<file path="config.mk">
export PLATFORM = sky130hd
export DESIGN_NAME = dbs_ctrl
export DESIGN_NICKNAME = d
export VERILOG_FILES = /design/src/dbs_pkg.sv /design/src/dbs_ctrl.sv
export SDC_FILE = /design/constraint.sdc
export NUM_CORES = 1
export LEC_CHECK = 0
export ABC_CLOCK_PERIOD_IN_PS = 1600
export BUFFER_PORTS_ARGS = -buffer_cell sky130_fd_sc_hd__buf_2
export CORE_AREA = 2 2 39 41
export DETAILED_ROUTE_END_ITERATION = 10
export DIE_AREA = 0 0 41 43
export HOLD_SLACK_MARGIN = 0.15
export PLACE_DENSITY = 0.76
export SLEW_MARGIN = 5
export SYNTH_ARGS = -nofsm -noshare
export SYNTH_HDL_FRONTEND = slang
export SYNTH_SLANG_ARGS = --single-unit
</file>
<file path="constraint.sdc">
create_clock -name i_clk -period 1.6 [get_ports i_clk]
set_input_delay 0.48 -clock i_clk [delete_from_list [all_inputs] [get_ports i_clk]]
set_output_delay 0.48 -clock i_clk [all_outputs]
set_load 0.05 [all_outputs]
</file>
<file path="src/dbs_pkg.sv">
// Shared types and constants for the bucket store.
package dbs_pkg;

    localparam int BUCKETS          = 64;
    localparam int SLOTS_PER_BUCKET = 16;

    localparam int BKT_W   = $clog2(BUCKETS);
    localparam int SLOT_W  = $clog2(SLOTS_PER_BUCKET);
    localparam int FILL_W  = $clog2(SLOTS_PER_BUCKET + 1);
    localparam int ENT_AW  = BKT_W + SLOT_W;
    localparam int ENTRIES = BUCKETS * SLOTS_PER_BUCKET;

    typedef enum logic [1:0] {
        CMD_INSERT  = 2'd0,
        CMD_CAPTURE = 2'd1,
        CMD_LOOKUP  = 2'd2,
        CMD_NOP     = 2'd3
    } t_cmd;

    typedef enum logic [2:0] {
        ST_OK      = 3'd0,
        ST_DUP     = 3'd1,
        ST_FULL    = 3'd2,
        ST_BAD_BKT = 3'd3,
        ST_BAD_IDX = 3'd4
    } t_status;

    // Source of the reported count.
    typedef enum logic [1:0] {
        CNT_ZERO = 2'd0,
        CNT_FILL = 2'd1,
        CNT_INC  = 2'd2,
        CNT_CAP  = 2'd3
    } t_cnt_sel;

    typedef enum logic [2:0] {
        S_IDLE,
        S_CHECK,
        S_SCAN,
        S_DUP,
        S_WRITE,
        S_LOOK
    } t_state;

    typedef struct packed {
        t_cmd        command;
        logic [7:0]  bucket_num;
        logic [31:0] buffer_id;
        logic [15:0] binding_slot;
        logic [15:0] heap_slot;
        logic [7:0]  entry_index;
        logic        capture_on;
    } t_item;

    typedef struct packed {
        t_status     status;
        logic [4:0]  entry_count;
        logic [31:0] found_buffer_id;
        logic [15:0] found_binding_slot;
        logic [15:0] found_heap_slot;
        logic        capture_active;
        logic        full_warned;
    } t_result;

    // Controller to datapath.
    typedef struct packed {
        logic     load_item;
        logic     scan_init;
        logic     scan_step;
        logic     look_rd;
        logic     wr_entry;
        logic     set_warn;
        logic     cap_write;
        logic     load_out;
        logic     use_data;
        t_status  status;
        t_cnt_sel cnt_sel;
    } t_dp_cmd;

    // Datapath to controller.
    typedef struct packed {
        t_cmd command;
        logic bkt_ok;
        logic full;
        logic fill_zero;
        logic idx_bad;
        logic hit;
        logic scan_end;
        logic out_free;
    } t_dp_sts;

endpackage

</file>
<file path="src/dbs_ctrl.sv">
// Sequencing state machine for the bucket store.
module dbs_ctrl (
    input  logic             i_clk,
    input  logic             i_rst_n,
    input  logic             i_in_valid,
    output logic             o_in_ready,
    input  dbs_pkg::t_dp_sts i_sts,
    output dbs_pkg::t_dp_cmd o_cmd
);
    import dbs_pkg::*;

    t_state  r_state;
    t_state  n_state;
    t_dp_cmd c;

    always_ff @(posedge i_clk) begin
        if (!i_rst_n) begin
            r_state <= S_IDLE;
        end else begin
            r_state <= n_state;
        end
    end

    always_comb begin
        n_state   = r_state;
        c         = '0;
        c.status  = ST_OK;
        c.cnt_sel = CNT_FILL;
        case (r_state)
            S_IDLE: begin
                if (i_in_valid) begin
                    c.load_item = 1'b1;
                    n_state     = S_CHECK;
                end
            end
            S_CHECK: begin
                if (!i_sts.bkt_ok && i_sts.command != CMD_CAPTURE) begin
                    if (i_sts.out_free) begin
                        c.load_out = 1'b1;
                        c.status   = ST_BAD_BKT;
                        c.cnt_sel  = CNT_ZERO;
                        n_state    = S_IDLE;
                    end
                end else begin
                    case (i_sts.command)
                        CMD_CAPTURE: begin
                            if (i_sts.out_free) begin
                                c.load_out  = 1'b1;
                                c.cap_write = 1'b1;
                                c.cnt_sel   = CNT_CAP;
                                n_state     = S_IDLE;
                            end
                        end
                        CMD_INSERT: begin
                            if (i_sts.full) begin
                                if (i_sts.out_free) begin
                                    c.load_out = 1'b1;
                                    c.set_warn = 1'b1;
                                    c.status   = ST_FULL;
                                    n_state    = S_IDLE;
                                end
                            end else if (i_sts.fill_zero) begin
                                n_state = S_WRITE;
                            end else begin
                                c.scan_init = 1'b1;
                                n_state     = S_SCAN;
                            end
                        end
                        CMD_LOOKUP: begin
                            if (i_sts.idx_bad) begin
                                if (i_sts.out_free) begin
                                    c.load_out = 1'b1;
                                    c.status   = ST_BAD_IDX;
                                    n_state    = S_IDLE;
                                end
                            end else begin
                                c.look_rd = 1'b1;
                                n_state   = S_LOOK;
                            end
                        end
                        default: begin
                            if (i_sts.out_free) begin
                                c.load_out = 1'b1;
                                n_state    = S_IDLE;
                            end
                        end
                    endcase
                end
            end
            S_SCAN: begin
                c.scan_step = 1'b1;
                if (i_sts.hit) begin
                    n_state = S_DUP;
                end else if (i_sts.scan_end) begin
                    n_state = S_WRITE;
                end
            end
            S_DUP: begin
                if (i_sts.out_free) begin
                    c.load_out = 1'b1;
                    c.status   = ST_DUP;
                    n_state    = S_IDLE;
                end
            end
            S_WRITE: begin
                if (i_sts.out_free) begin
                    c.load_out = 1'b1;
                    c.wr_entry = 1'b1;
                    c.cnt_sel  = CNT_INC;
                    n_state    = S_IDLE;
                end
            end
            S_LOOK: begin
                if (i_sts.out_free) begin
                    c.load_out = 1'b1;
                    c.use_data = 1'b1;
                    n_state    = S_IDLE;
                end
            end
            default: begin
                n_state = S_IDLE;
            end
        endcase
    end

    assign o_cmd      = c;
    assign o_in_ready = (r_state == S_IDLE);

endmodule

</file>
==> out/metrics.csv <==
metric,value,unit
status,"finished, violations left",
violations,negative setup slack,
final_cells,136,
place_congestion,0.798,
via_count,770,
largest_reg_flops,3,
leakage,0.545,nW
postPlaceCellArea,808,um^2
dp.cells,123,
synthCells,68,
detail-route-antenna-nets,0,
stdcell_area,0.00114,mm^2
area.growth.synth_to_final,144,%
top_register,r_state,
fill_cells,83,
switching_share,0.387,
cts_hold_buf,0,
fp.dieH,43,um
wl_per_cell,15.9,um
layout_setup_ws,-344,ps
cp_max_fo,4,
end_kind,output pin,
start_util,0.337,
slowest_stage,or3_4,
post-route-min-period,1940,ps
p_int,0.315,mW
clockRootBuffer,clkbuf_4,
hpwl,1.24,mm
place_ws,-461,ps
synthDistinctLibCells,33,
rsz0062_at_grt,yes,
post-route-drc-count,0,
cp-start-kind,primary input,
slew-limit-headroom,0.744,
setup_viol_count_final,14,
numCtsBuffers,3,
cts-htree-levels,1,
cp_data_arrival_time,1460,ps
timing.hold.ws,482,ps
cts_tree,built,
clockPowerShare,0.265,
core.rowCount,14,
core,0.00138,mm^2
netlist_area,467,um^2
vias_per_cell,5.66,
antenna_cells,0,
ios,27,
worst_ep_required_time,1120,ps
final_hold_viol_count,0,
power_density,451,mW/mm^2
drive_above_1_share,0.700,
overflow,0,
fp.dieArea,0.00176,mm^2
post-route-util,0.824,
fin_skew,2.33,ps
antenna_found_initial,0,
synth_nets,80,
combPwrFrac,0.577,
cts_sinks,3,
clkTransAtPathRegs,40,ps
drt_iter0_drc,17,
timing.final.crit_share,1.21,
yosysSeqAreaShare,0.129,
synth_edf_count,0,
worstSetupPathType,primary input to output pin,
worst_pin_slew,385,ps
io_buffer_count,26,
final-max-slew-violation-count,0,
fmax,514,MHz
largestRegisters,r_state: 3 flops,
grt_first_pass_wirelength,2.88,mm
async_flop_share,0,
p_switching,0.199,mW
worst_path_largest_cell_delay,340,ps
grt_pass1_vias,702,
cts_max_path_buffers,2,
wirelength,2.16,mm
final.setup.tns,-2780,ps
insertion_delay,240,ps
die-width,41,um
p_seq_frac,0.157,
ys.flop_type,dfxtp_1,
final_net_count,133,
peakVddDrop,0.442,mV
hold_class,primary input to flip-flop,
synth.avg_cell_area,6.86,um^2
firstDrtPassIters,5,
yosysWarningCount,0,
grtUsageTotal,0.241,
ys_seq_elements,3,
crit_chain,buf_4 > nand2b_4 > nor3b_2 > mux2i_1 > or3_4 > buf_8,
drv_cap,0,
grt_max_degree,10,
finalPower,0.514,mW
[power groups by stage]
stage | sequential, mW | combinational [mW] | clock [mW]
floorplan | 0.0815 | 0.147 | 0
global placement | 0.0817 | 0.210 | 0
detailed placement | 0.0821 | 0.214 | 0
CTS | 0.0798 | 0.262 | 0.143
global route | 0.0805 | 0.314 | 0.151
finish | 0.0809 | 0.297 | 0.136
[what timing repair did]
item / in CTS / in global routing
pin swaps: 10 / 5
resized for setup: 58 / 12
setup endpoints to repair: 15 / 15
setup buffers: 3 / 6
hold endpoints to repair: 0 / 0
[cells by family after synthesis]
group | Yosys count | share of synthesized area
AO/OA/AOI/OAI | 15 | 0.214
buffers and inverters | 9 | 0.0965
flip-flops | 3 | 0.129
multiplexers | 4 | 0.0912
AND/OR/NAND/NOR | 37 | 0.469
[metal layers]
layer / global-route usage / share of wire
met1: 0.241 / 0.36
met4: 0.120 / 0.050
met3: 0.0524 / 0.053
met5: 0 / 0
met2: 0.428 / 0.54
[synth_stat cells, types with 2 or more instances]
library cell,count,area share
o21ai_0,2,0.021
nand2_1,5,0.040
dfxtp_1,3,0.13
inv_1,4,0.032
and3_1,2,0.027
nand2b_1,5,0.067
nor2_1,7,0.056
a21oi_1,4,0.043
buf_2,3,0.032
nor3b_2,2,0.054
nor3_1,5,0.054
nor2b_1,2,0.027
mux2i_1,2,0.043
buf_4,2,0.032
a31oi_1,2,0.027
[final timing paths]
| kind | slack [ps] | startpoint | to | cells after the start |
|---|---|---|---|---|
| setup / recovery | -340 | i_sts[7] | o_cmd[0] | 6 |
| hold / removal | 480 | i_rst_n | r_state[1]$_SDFFE_PN0P_ | 2 |
| setup reg to reg | 260 | r_state[0]$_SDFFE_PN0P_ | r_state[1]$_SDFFE_PN0P_ | 6 |
| hold reg to reg | 750 | r_state[1]$_SDFFE_PN0P_ | r_state[0]$_SDFFE_PN0P_ | 4 |
[worst max-delay path, delay by kind of cell]
family,cells,cell delay [ps]
mux,1,100
simple gates,3,590
buf+inv,2,300
[cell type report]
class / instances / area [um^2] / share of cell area
multi-input cells: 56 / 495 / 0.435
well taps: 16 / 20.0 / 0.0176
flip-flops and latches: 3 / 68.8 / 0.0604
inverters: 4 / 15.0 / 0.0132
clock buffers: 4 / 26.3 / 0.0231
repair buffers: 53 / 514 / 0.451
[layout by cell type, fill, tap and decap left out, types with 3 or more instances in the layout]
| cell | count |
|---|---|
| nand2_1 | 3 |
| buf_2 | 9 |
| and3_4 | 3 |
| buf_8 | 10 |
| buf_4 | 17 |
| buf_6 | 17 |
| nor2_1 | 3 |
| inv_1 | 4 |
| clkbuf_4 | 3 |
| a21oi_1 | 4 |
| nor2_4 | 4 |
| nand2b_1 | 3 |
(Power assumes the default switching activity.)
